**config.mk**
```make
export PLATFORM = sky130hd
export DESIGN_NAME = open_address_hash_table
export DESIGN_NICKNAME = d
export VERILOG_FILES = /design/src/oaht_pkg.sv /design/src/oaht_mod_unit.sv /design/src/oaht_store.sv /design/src/open_address_hash_table.sv
export VERILOG_INCLUDE_DIRS = /design/src /design/src/src
export SDC_FILE = /design/constraint.sdc
export NUM_CORES = 2
export LEC_CHECK = 0
export ABC_AREA = 0
export BUFFER_PORTS_ARGS = -buffer_cell sky130_fd_sc_hd__buf_4
export CAP_MARGIN = 40
export CORE_ASPECT_RATIO = 1.4
export CORE_MARGIN = 5
export CORE_UTILIZATION = 38
export DETAILED_ROUTE_END_ITERATION = 7
export MAX_ROUTING_LAYER = met4
export PLACE_DENSITY = 0.49
export SYNTH_ARGS = -nofsm -noshare
export SYNTH_HDL_FRONTEND = slang
export SYNTH_MEMORY_MAX_BITS = 65536
export SYNTH_SLANG_ARGS = --single-unit
```
**constraint.sdc**
```tcl
create_clock -name clk -period 5.7 [get_ports clk]
set_clock_uncertainty 0.1 [all_clocks]
set_input_delay 0.57 -clock clk [delete_from_list [all_inputs] [get_ports clk]]
set_output_delay 0.57 -clock clk [all_outputs]
set_load 0.05 [all_outputs]
```
**src/open_address_hash_table_defines.svh**
```systemverilog
// Assertion macros shared by the hash table RTL.
// Used by oaht_mod_unit and open_address_hash_table; expects clk and arst_n in scope.
`ifndef OPEN_ADDRESS_HASH_TABLE_DEFINES_SVH
`define OPEN_ADDRESS_HASH_TABLE_DEFINES_SVH

// Checked outside reset only
`define OAHT_ASSERT(lbl, prop, msg) \
	lbl: assert property (@(posedge clk) disable iff (!arst_n) prop) else $error(msg);

// Checked at every edge, reset included
`define OAHT_ASSERT_ALWAYS(lbl, prop, msg) \
	lbl: assert property (@(posedge clk) prop) else $error(msg);

`endif

```
**src/oaht_pkg.sv**
```systemverilog
// Shared constants, codes and interface structs of the hash table.
// No dependencies; imported by every module of the block.
package oaht_pkg;

	localparam int CAPACITY = 64;
	localparam int SLOT_W   = $clog2(CAPACITY);
	localparam int COUNT_W  = $clog2(CAPACITY + 1);
	localparam int KEY_W    = 32;
	localparam int SIZE_W   = 7;
	localparam int OFF_W    = 6;
	localparam int NBITS_W  = $clog2(KEY_W + 1);

	// Operation codes
	localparam logic [1:0] OP_INSERT = 2'd0;
	localparam logic [1:0] OP_FIND   = 2'd1;
	localparam logic [1:0] OP_REMOVE = 2'd2;
	localparam logic [1:0] OP_LOAD   = 2'd3;

	// Status codes
	localparam logic [1:0] ST_OK        = 2'd0;
	localparam logic [1:0] ST_NOT_FOUND = 2'd1;
	localparam logic [1:0] ST_FULL      = 2'd2;
	localparam logic [1:0] ST_PRESENT   = 2'd3;

	// Request to the shared modulo unit
	typedef struct packed {
		logic               start;
		logic               neg;
		logic [NBITS_W-1:0] nbits;
		logic [KEY_W-1:0]   dividend;
		logic [SIZE_W-1:0]  divisor;
	} mod_req_t;

	typedef struct packed {
		logic              done;
		logic [SLOT_W-1:0] rem;
	} mod_rsp_t;

	// Store control: slot write, slot read, offset write and offset read
	typedef struct packed {
		logic              slot_we;
		logic [SLOT_W-1:0] slot_waddr;
		logic [KEY_W-1:0]  wr_key;
		logic [KEY_W-1:0]  wr_elem;
		logic [SLOT_W-1:0] slot_raddr;
		logic              off_we;
		logic [SLOT_W-1:0] off_waddr;
		logic [OFF_W-1:0]  off_wdata;
		logic [SLOT_W-1:0] off_raddr;
	} st_req_t;

endpackage

```
**src/oaht_mod_unit.sv**
```systemverilog
// Shared bit-serial modulo unit: restoring remainder, one dividend bit per cycle.
// Depends on oaht_pkg and open_address_hash_table_defines.svh.
`include "open_address_hash_table_defines.svh"

module oaht_mod_unit
	import oaht_pkg::*;
(
	input  logic     clk,
	input  logic     arst_n,
	input  mod_req_t req,
	output mod_rsp_t rsp
);

	logic [KEY_W-1:0]   dvd_q;
	logic [SIZE_W-1:0]  rem_q;
	logic [SIZE_W-1:0]  divisor_q;
	logic [NBITS_W-1:0] cnt_q;
	logic               neg_q;
	logic               busy_q;
	logic               done_q;

	logic [SIZE_W-1:0] shifted;
	logic [SIZE_W-1:0] diff;

	// One remainder step: shift in the next dividend bit, subtract if it fits
	assign shifted = {rem_q[SIZE_W-2:0], dvd_q[KEY_W-1]};
	assign diff    = shifted - divisor_q;

	// Control state
	always_ff @(posedge clk or negedge arst_n) begin
		if (!arst_n) begin
			busy_q <= 1'b0;
			done_q <= 1'b0;
			cnt_q  <= '0;
		end else begin
			done_q <= 1'b0;
			if (req.start) begin
				busy_q <= 1'b1;
				cnt_q  <= req.nbits;
			end else if (busy_q) begin
				if (cnt_q != '0) begin
					cnt_q <= cnt_q - 1'b1;
				end else begin
					busy_q <= 1'b0;
					done_q <= 1'b1;
				end
			end
		end
	end

	// Datapath; the last cycle folds a negative dividend into [0, divisor)
	always_ff @(posedge clk) begin
		if (req.start) begin
			dvd_q     <= req.dividend;
			divisor_q <= req.divisor;
			neg_q     <= req.neg;
			rem_q     <= '0;
		end else if (busy_q) begin
			if (cnt_q != '0) begin
				dvd_q <= {dvd_q[KEY_W-2:0], 1'b0};
				rem_q <= (shifted >= divisor_q) ? diff : shifted;
			end else if (neg_q && rem_q != '0) begin
				rem_q <= divisor_q - rem_q;
			end
		end
	end

	assign rsp.done = done_q;
	assign rsp.rem  = rem_q[SLOT_W-1:0];

	`OAHT_ASSERT(a_rem_in_range, done_q |-> (rem_q < divisor_q), "remainder not below divisor")
	`OAHT_ASSERT(a_start_busy, req.start |=> busy_q, "start did not launch the unit")
	`OAHT_ASSERT_ALWAYS(a_done_idle, done_q |-> !busy_q, "done raised while busy")

endmodule

```
**src/oaht_store.sv**
```systemverilog
// Slot key, slot element and probe offset memories with registered reads.
// Depends on oaht_pkg.
module oaht_store
	import oaht_pkg::*;
(
	input  logic             clk,
	input  st_req_t          req,
	output logic [KEY_W-1:0] rd_key,
	output logic [KEY_W-1:0] rd_elem,
	output logic [OFF_W-1:0] rd_off
);

	logic [KEY_W-1:0] key_mem  [CAPACITY];
	logic [KEY_W-1:0] elem_mem [CAPACITY];
	logic [OFF_W-1:0] off_mem  [CAPACITY];

	logic [KEY_W-1:0] rd_key_q;
	logic [KEY_W-1:0] rd_elem_q;
	logic [OFF_W-1:0] rd_off_q;

	// Slot memories: one write port, one registered read port
	always_ff @(posedge clk) begin
		if (req.slot_we) begin
			key_mem[req.slot_waddr]  <= req.wr_key;
			elem_mem[req.slot_waddr] <= req.wr_elem;
		end
		rd_key_q  <= key_mem[req.slot_raddr];
		rd_elem_q <= elem_mem[req.slot_raddr];
	end

	// Probe offset memory
	always_ff @(posedge clk) begin
		if (req.off_we) begin
			off_mem[req.off_waddr] <= req.off_wdata;
		end
		rd_off_q <= off_mem[req.off_raddr];
	end

	assign rd_key  = rd_key_q;
	assign rd_elem = rd_elem_q;
	assign rd_off  = rd_off_q;

endmodule

```
**src/open_address_hash_table.sv**
```systemverilog
// Top level of the open-addressing hash table: sequencer, slot full bits, output register.
// Depends on oaht_pkg, oaht_mod_unit, oaht_store and open_address_hash_table_defines.svh.
//
// One transaction at a time. Insert, find and remove first reduce the key modulo the table
// size in the shared bit-serial modulo unit (32 steps), then walk the probe path one step
// at a time: every further step reads its offset, reduces home + offset through the same
// unit (7 steps) and reads the slot. Insert adds a write state after the walk.
// in_ready is high whenever the sequencer is idle, also while a result waits in the output
// register. table_size is written through cfg_we / cfg_wdata; the user must write it only
// while no transaction is open, as the block itself does not enforce this.
`include "open_address_hash_table_defines.svh"

module open_address_hash_table
	import oaht_pkg::*;
(
	input  logic                     clk,
	input  logic                     arst_n,
	input  logic                     cfg_we,
	input  logic [SIZE_W-1:0]        cfg_wdata,
	input  logic                     in_valid,
	output logic                     in_ready,
	input  logic [1:0]               op,
	input  logic signed [KEY_W-1:0]  key,
	input  logic signed [KEY_W-1:0]  value,
	input  logic [OFF_W-1:0]         offset_index,
	input  logic [OFF_W-1:0]         offset_value,
	output logic                     out_valid,
	input  logic                     out_ready,
	output logic [1:0]               status,
	output logic signed [KEY_W-1:0]  found_value,
	output logic [SLOT_W-1:0]        slot_used
);

	localparam logic [3:0] S_IDLE   = 4'd0;
	localparam logic [3:0] S_HSTART = 4'd1;
	localparam logic [3:0] S_HOME   = 4'd2;
	localparam logic [3:0] S_OFFRD  = 4'd3;
	localparam logic [3:0] S_PSTART = 4'd4;
	localparam logic [3:0] S_PMOD   = 4'd5;
	localparam logic [3:0] S_KEYRD  = 4'd6;
	localparam logic [3:0] S_CMP    = 4'd7;
	localparam logic [3:0] S_WRITE  = 4'd8;
	localparam logic [3:0] S_OLOAD  = 4'd9;
	localparam logic [3:0] S_DONE   = 4'd10;

	logic [3:0]          state_q;
	logic [SIZE_W-1:0]   table_size_q;
	logic [COUNT_W-1:0]  entry_count_q;
	logic [CAPACITY-1:0] slot_full_q;

	logic [1:0]          op_q;
	logic [KEY_W-1:0]    key_q;
	logic [KEY_W-1:0]    value_q;
	logic [OFF_W-1:0]    oidx_q;
	logic [OFF_W-1:0]    oval_q;
	logic [SIZE_W-1:0]   size_q;
	logic [SLOT_W-1:0]   home_q;
	logic [SLOT_W-1:0]   slot_q;
	logic [SIZE_W-1:0]   j_q;
	logic [SLOT_W-1:0]   first_free_q;
	logic                have_free_q;

	logic [1:0]          res_status_q;
	logic [KEY_W-1:0]    res_found_q;
	logic [SLOT_W-1:0]   res_slot_q;

	logic                out_valid_q;
	logic [1:0]          status_q;
	logic [KEY_W-1:0]    found_q;
	logic [SLOT_W-1:0]   slot_used_q;

	logic [SIZE_W-1:0]   eff_size;
	logic                accept;
	logic                match;
	logic                slot_free;
	logic                last_step;
	logic                nxt_have_free;
	logic [SLOT_W-1:0]   nxt_first_free;
	logic [SIZE_W-1:0]   probe_sum;
	logic [KEY_W-1:0]    key_mag;

	mod_req_t            mod_req;
	mod_rsp_t            mod_rsp;
	st_req_t             st_req;
	logic [KEY_W-1:0]    rd_key;
	logic [KEY_W-1:0]    rd_elem;
	logic [OFF_W-1:0]    rd_off;

	// Size register clamped to [2, CAPACITY]
	always_comb begin
		if (table_size_q < SIZE_W'(2)) begin
			eff_size = SIZE_W'(2);
		end else if (table_size_q > SIZE_W'(CAPACITY)) begin
			eff_size = SIZE_W'(CAPACITY);
		end else begin
			eff_size = table_size_q;
		end
	end

	assign in_ready = (state_q == S_IDLE);
	assign accept   = in_valid && in_ready;

	// Probe step evaluation
	assign match          = slot_full_q[slot_q] && (rd_key == key_q);
	assign slot_free      = !slot_full_q[slot_q];
	assign last_step      = ((j_q + 1'b1) == size_q);
	assign nxt_have_free  = have_free_q || slot_free;
	assign nxt_first_free = have_free_q ? first_free_q : slot_q;
	assign probe_sum      = {1'b0, home_q} + {1'b0, rd_off};
	assign key_mag        = key_q[KEY_W-1] ? (~key_q + 1'b1) : key_q;

	// Shared modulo unit: home slot from the key, probe slot from home + offset
	always_comb begin
		mod_req.start    = (state_q == S_HSTART) || (state_q == S_PSTART);
		mod_req.divisor  = size_q;
		if (state_q == S_HSTART) begin
			mod_req.neg      = key_q[KEY_W-1];
			mod_req.nbits    = NBITS_W'(KEY_W);
			mod_req.dividend = key_mag;
		end else begin
			mod_req.neg      = 1'b0;
			mod_req.nbits    = NBITS_W'(SIZE_W);
			mod_req.dividend = {probe_sum, {(KEY_W - SIZE_W){1'b0}}};
		end
	end

	oaht_mod_unit u_mod (
		.clk    (clk),
		.arst_n (arst_n),
		.req    (mod_req),
		.rsp    (mod_rsp)
	);

	// Store accesses
	always_comb begin
		st_req.slot_we    = (state_q == S_WRITE);
		st_req.slot_waddr = first_free_q;
		st_req.wr_key     = key_q;
		st_req.wr_elem    = value_q;
		st_req.slot_raddr = slot_q;
		st_req.off_we     = (state_q == S_OLOAD) && (oidx_q != '0);
		st_req.off_waddr  = oidx_q;
		st_req.off_wdata  = oval_q;
		st_req.off_raddr  = j_q[SLOT_W-1:0];
	end

	oaht_store u_store (
		.clk     (clk),
		.req     (st_req),
		.rd_key  (rd_key),
		.rd_elem (rd_elem),
		.rd_off  (rd_off)
	);

	// Configuration register
	always_ff @(posedge clk or negedge arst_n) begin
		if (!arst_n) begin
			table_size_q <= SIZE_W'(CAPACITY);
		end else if (cfg_we) begin
			table_size_q <= cfg_wdata;
		end
	end

	// Sequencer and table state
	always_ff @(posedge clk or negedge arst_n) begin
		if (!arst_n) begin
			state_q       <= S_IDLE;
			entry_count_q <= '0;
			slot_full_q   <= '0;
			have_free_q   <= 1'b0;
			j_q           <= '0;
		end else begin
			case (state_q)
				S_IDLE: begin
					if (accept) begin
						if (op == OP_LOAD) begin
							state_q <= S_OLOAD;
						end else if (op == OP_INSERT &&
							SIZE_W'(entry_count_q) >= eff_size) begin
							state_q <= S_DONE;
						end else begin
							state_q <= S_HSTART;
						end
					end
				end
				S_HSTART: state_q <= S_HOME;
				S_HOME: begin
					if (mod_rsp.done) begin
						j_q         <= '0;
						have_free_q <= 1'b0;
						state_q     <= S_KEYRD;
					end
				end
				S_OFFRD:  state_q <= S_PSTART;
				S_PSTART: state_q <= S_PMOD;
				S_PMOD: begin
					if (mod_rsp.done) begin
						state_q <= S_KEYRD;
					end
				end
				S_KEYRD: state_q <= S_CMP;
				S_CMP: begin
					if (match) begin
						if (op_q == OP_REMOVE) begin
							slot_full_q[slot_q] <= 1'b0;
							if (entry_count_q != '0) begin
								entry_count_q <= entry_count_q - 1'b1;
							end
						end
						state_q <= S_DONE;
					end else begin
						have_free_q <= nxt_have_free;
						if (last_step) begin
							if (op_q == OP_INSERT && nxt_have_free) begin
								state_q <= S_WRITE;
							end else begin
								state_q <= S_DONE;
							end
						end else begin
							j_q     <= j_q + 1'b1;
							state_q <= S_OFFRD;
						end
					end
				end
				S_WRITE: begin
					slot_full_q[first_free_q] <= 1'b1;
					entry_count_q             <= entry_count_q + 1'b1;
					state_q                   <= S_DONE;
				end
				S_OLOAD: state_q <= S_DONE;
				S_DONE: begin
					if (!out_valid_q || out_ready) begin
						state_q <= S_IDLE;
					end
				end
				default: state_q <= S_IDLE;
			endcase
		end
	end

	// Transaction payload, probe slots and pending result
	always_ff @(posedge clk) begin
		case (state_q)
			S_IDLE: begin
				if (accept) begin
					op_q         <= op;
					key_q        <= key;
					value_q      <= value;
					oidx_q       <= offset_index;
					oval_q       <= offset_value;
					size_q       <= eff_size;
					res_status_q <= ST_FULL;
					res_found_q  <= '0;
					res_slot_q   <= '0;
				end
			end
			S_HOME: begin
				if (mod_rsp.done) begin
					home_q <= mod_rsp.rem;
					slot_q <= mod_rsp.rem;
				end
			end
			S_PMOD: begin
				if (mod_rsp.done) begin
					slot_q <= mod_rsp.rem;
				end
			end
			S_CMP: begin
				first_free_q <= nxt_first_free;
				if (match) begin
					if (op_q == OP_INSERT) begin
						res_status_q <= ST_PRESENT;
					end else begin
						res_status_q <= ST_OK;
						res_slot_q   <= slot_q;
						if (op_q == OP_FIND) begin
							res_found_q <= rd_elem;
						end
					end
				end else if (last_step) begin
					res_status_q <= (op_q == OP_INSERT) ? ST_FULL : ST_NOT_FOUND;
				end
			end
			S_WRITE: begin
				res_status_q <= ST_OK;
				res_slot_q   <= first_free_q;
			end
			S_OLOAD: begin
				res_status_q <= ST_OK;
			end
			default: ;
		endcase
	end

	// Output register
	always_ff @(posedge clk or negedge arst_n) begin
		if (!arst_n) begin
			out_valid_q <= 1'b0;
		end else if (state_q == S_DONE && (!out_valid_q || out_ready)) begin
			out_valid_q <= 1'b1;
		end else if (out_ready) begin
			out_valid_q <= 1'b0;
		end
	end

	always_ff @(posedge clk) begin
		if (state_q == S_DONE && (!out_valid_q || out_ready)) begin
			status_q    <= res_status_q;
			found_q     <= res_found_q;
			slot_used_q <= res_slot_q;
		end
	end

	assign out_valid   = out_valid_q;
	assign status      = status_q;
	assign found_value = found_q;
	assign slot_used   = slot_used_q;

	`OAHT_ASSERT_ALWAYS(a_count_tracks_full, ($countones(slot_full_q) == entry_count_q), "entry count out of step with full bits")
	`OAHT_ASSERT(a_write_free_slot, (state_q == S_WRITE) |-> !slot_full_q[first_free_q], "insert into a full slot")
	`OAHT_ASSERT(a_busy_after_accept, (in_valid && in_ready) |=> !in_ready, "ready held after accept")

endmodule
```
==> qor.yml <==
outcome:
  outcome: "finished, final reports clean"
place:
  dp.cells: 16000
  io_buffers: 131
  pre_cts_ws_ns: 1.14
  place_area_mm2: 0.193
  place_congestion: 0.873
  dp_hpwl_um: 392000
routing:
  wl_met1_um: 257000
  drt_pre_antenna_iters: 8
  ant_nets: 0
  viasPerCell: 6.23
  top_layer_used: "met4"
  met3_wirelength_um: 51500
  via_count: 106000
  wire_per_inst_um: 40.5
  drc: 0
  wirelength_um: 691000
  met2_wirelength_um: 350000
  drtIter0Drc: 14600
floorplan:
  fp.dieArea_mm2: 0.488
  die_h_um: 825
  initial_core_util: 0.381
  die_x_um: 592
  rows: 299
  coreArea_mm2: 0.473
  ios: 132
setup_path:
  path_class: "flop to flop"
  cpPeakStageDelay_ns: 0.72
  crit_family: "compound AO/OA/AOI/OAI gates"
  required_ns: 6.41
  path_buf_inv: 3
  cpMostUsedCell: "buf_4"
  crit_path_max_fanout: 35
  worstSetupEndpointType: "flop"
  path_cells: "inv_4 > nor3_2 > buf_4 > buf_4 > a22o_1 > a221oi_1 > o221ai_1 > a2111oi_0 > nand3_1"
  cp-start-kind: "flop"
  crit_slowest_cell: "a2111oi_0"
  crit_arrival_ns: 5.25
sta:
  maxSlewViolCount: 0
  finalCritPeriodShare: 0.796
  finalSetupViolations: 0
  worst_slew_pin_slew_ns: 1.09
  slew-limit-headroom: 0.271
  setup_ws_ns: 1.16
  timing.fmax_ghz: 0.220
  fin_crit_ns: 4.54
  rsz0062_at_grt: "no"
  tns_ns: 0
  finalHoldViolations: 0
synthesis:
  synthTopCellsByArea: "edfxtp_1, a22oi_1, a221oi_1"
  synthArstFlopShare: 0.0203
  syn_area_mm2: 0.180
  ys_types: 90
  synth_ff_type: "edfxtp_1"
  synth_area_per_cell_um2: 18.6
  yosys.area.top_type_share: 0.784
  synthTopCellsByCount: "edfxtp_1, a22oi_1, a221oi_1"
  synth_edf_count: 4703
  synth_top_area_cell: "edfxtp_1"
  ys_ff_latch: 4879
  synth.yosys.warnings: 0
  seq_area_frac_synth: 0.807
  yosysMostFrequentCell: "edfxtp_1"
  synthCells: 9658
clock_tree:
  clk_latency_ns: 1.07
  cts_setup_buffers: 0
  cts_sinks: 4879
  numCtsBuffers: 453
  clockRootBuffer: "clkbuf_16"
  cts_buffer_depth: 4
  cts_resized: 0
  htreeDepth: 5
  clk_pin_slew_ns: 0.07
  cts_tree: "built"
cells_and_area:
  final_layout_size_suffix_gt1_frac: 0.161
  area_delta_synth_final_pct: 16.3
  fillerInstances: 41000
  nets: 10400
  final_area_mm2: 0.209
  instances_no_fill: 17100
pwr:
  p_leak_nw: 65.2
  vdd.ir_drop.worst_mv: 0.252
  total_power_mw: 69.4
  power_per_cell_area_mw_per_mm2: 332
job:
  cap_violations: 0
global_route:
  overflow: 0
  antenna_found_initial: 39
  groute.usage.overall: 0.283
  grt_max_degree: 112
  grt_pass1_wl_um: 922000
  grt_pass1_vias: 103000
min_path:
  min_path_type: "primary input to flop"
[metrics by stage]
stage	hold WS [ns]	utilization
after floorplan	0.174	-
after global placement	0.301	0.407
after detailed placement	0.309	0.409
after CTS	0.0440	0.442
after global routing	0.111	0.443
final	0.123	0.443
[registers in the layout (all words and copies together), names as in the netlist, 64 cells and up]
register	flops
u_store.key_mem	2048
u_store.elem_mem	2048
u_store.off_mem	384
slot_full_q	64
[report_power, final]
group	leakage [nW]	total (mW)	switching, mW	internal (mW)
registers	44.2	38.7	0.0171	38.7
clock network	7.14	30.5	13.7	16.8
logic	13.9	0.167	0.0721	0.0946
[layout by cell type (no fill, tap or decap), drive strengths merged, types with 127 or more instances in the layout]
cell	synthesis	routed
clkinv	0	196
a22o	273	273
nor2	296	296
a22oi	1099	1099
a221oi	419	419
a31oi	212	212
o21ai	127	127
a21oi	207	207
edfxtp	4703	4703
nand2	163	163
buf	262	665
mux4	154	154
clkbuf	362	574
[layer usage]
layer | track usage | up-vias
met5 | - | -
met4 | 0.118 | 0
met3 | 0.0386 | 1151
met2 | 0.475 | 5907
met1 | 0.346 | 57400
li1 | - | 41900
[layout make-up]
type / instances / area, µm² / area share
sequential: 4879 / 145000 / 0.694
multi-input combinational: 4113 / 32800 / 0.157
clock buffer: 574 / 12000 / 0.0575
timing repair buffer: 755 / 8290 / 0.0396
tap: 6321 / 7910 / 0.0378
clock inverter: 275 / 2600 / 0.0124
antenna: 125 / 313 / 0.00149
inverter: 47 / 181 / 0.000866
[what timing repair did]
action	CTS	global route
endpoints found under the setup margin	0	0
hold endpoints to repair	132	0
hold buffers	89	0
[kinds of logic after synthesis]
| family | count (synthesis) | share of synthesized area |
|---|---|---|
| AO/OA/AOI/OAI | 2651 | 0.111 |
| XOR/XNOR | 93 | 0.00452 |
| adder cells (fa/ha/maj) | 39 | 0.00288 |
| buffers and inverters | 671 | 0.0154 |
| flip-flops | 4879 | 0.807 |
| multiplexers | 403 | 0.0340 |
| other | 1 | 0.0000208 |
| AND/OR/NAND/NOR | 921 | 0.0255 |
[path summary, 6_finish.rpt]
check | cells past startpoint | slack, ns | start | to
worst max-delay path | 9 | 1.16 | slot_q[1] | u_store.rd_elem[21]
worst min-delay path | 2 | 0.12 | key[4] | key_q[4]
worst max register to register | 9 | 1.16 | slot_q[1] | u_store.rd_elem[21]
worst min register to register | 0 | 0.29 | res_found_q[14] | found_value[14]
max in group asynchronous | 3 | 3.93 | arst_n | slot_full_q[21]
min in group asynchronous | 2 | 0.18 | arst_n | entry_count_q[1]
(Power assumes the default switching activity.)
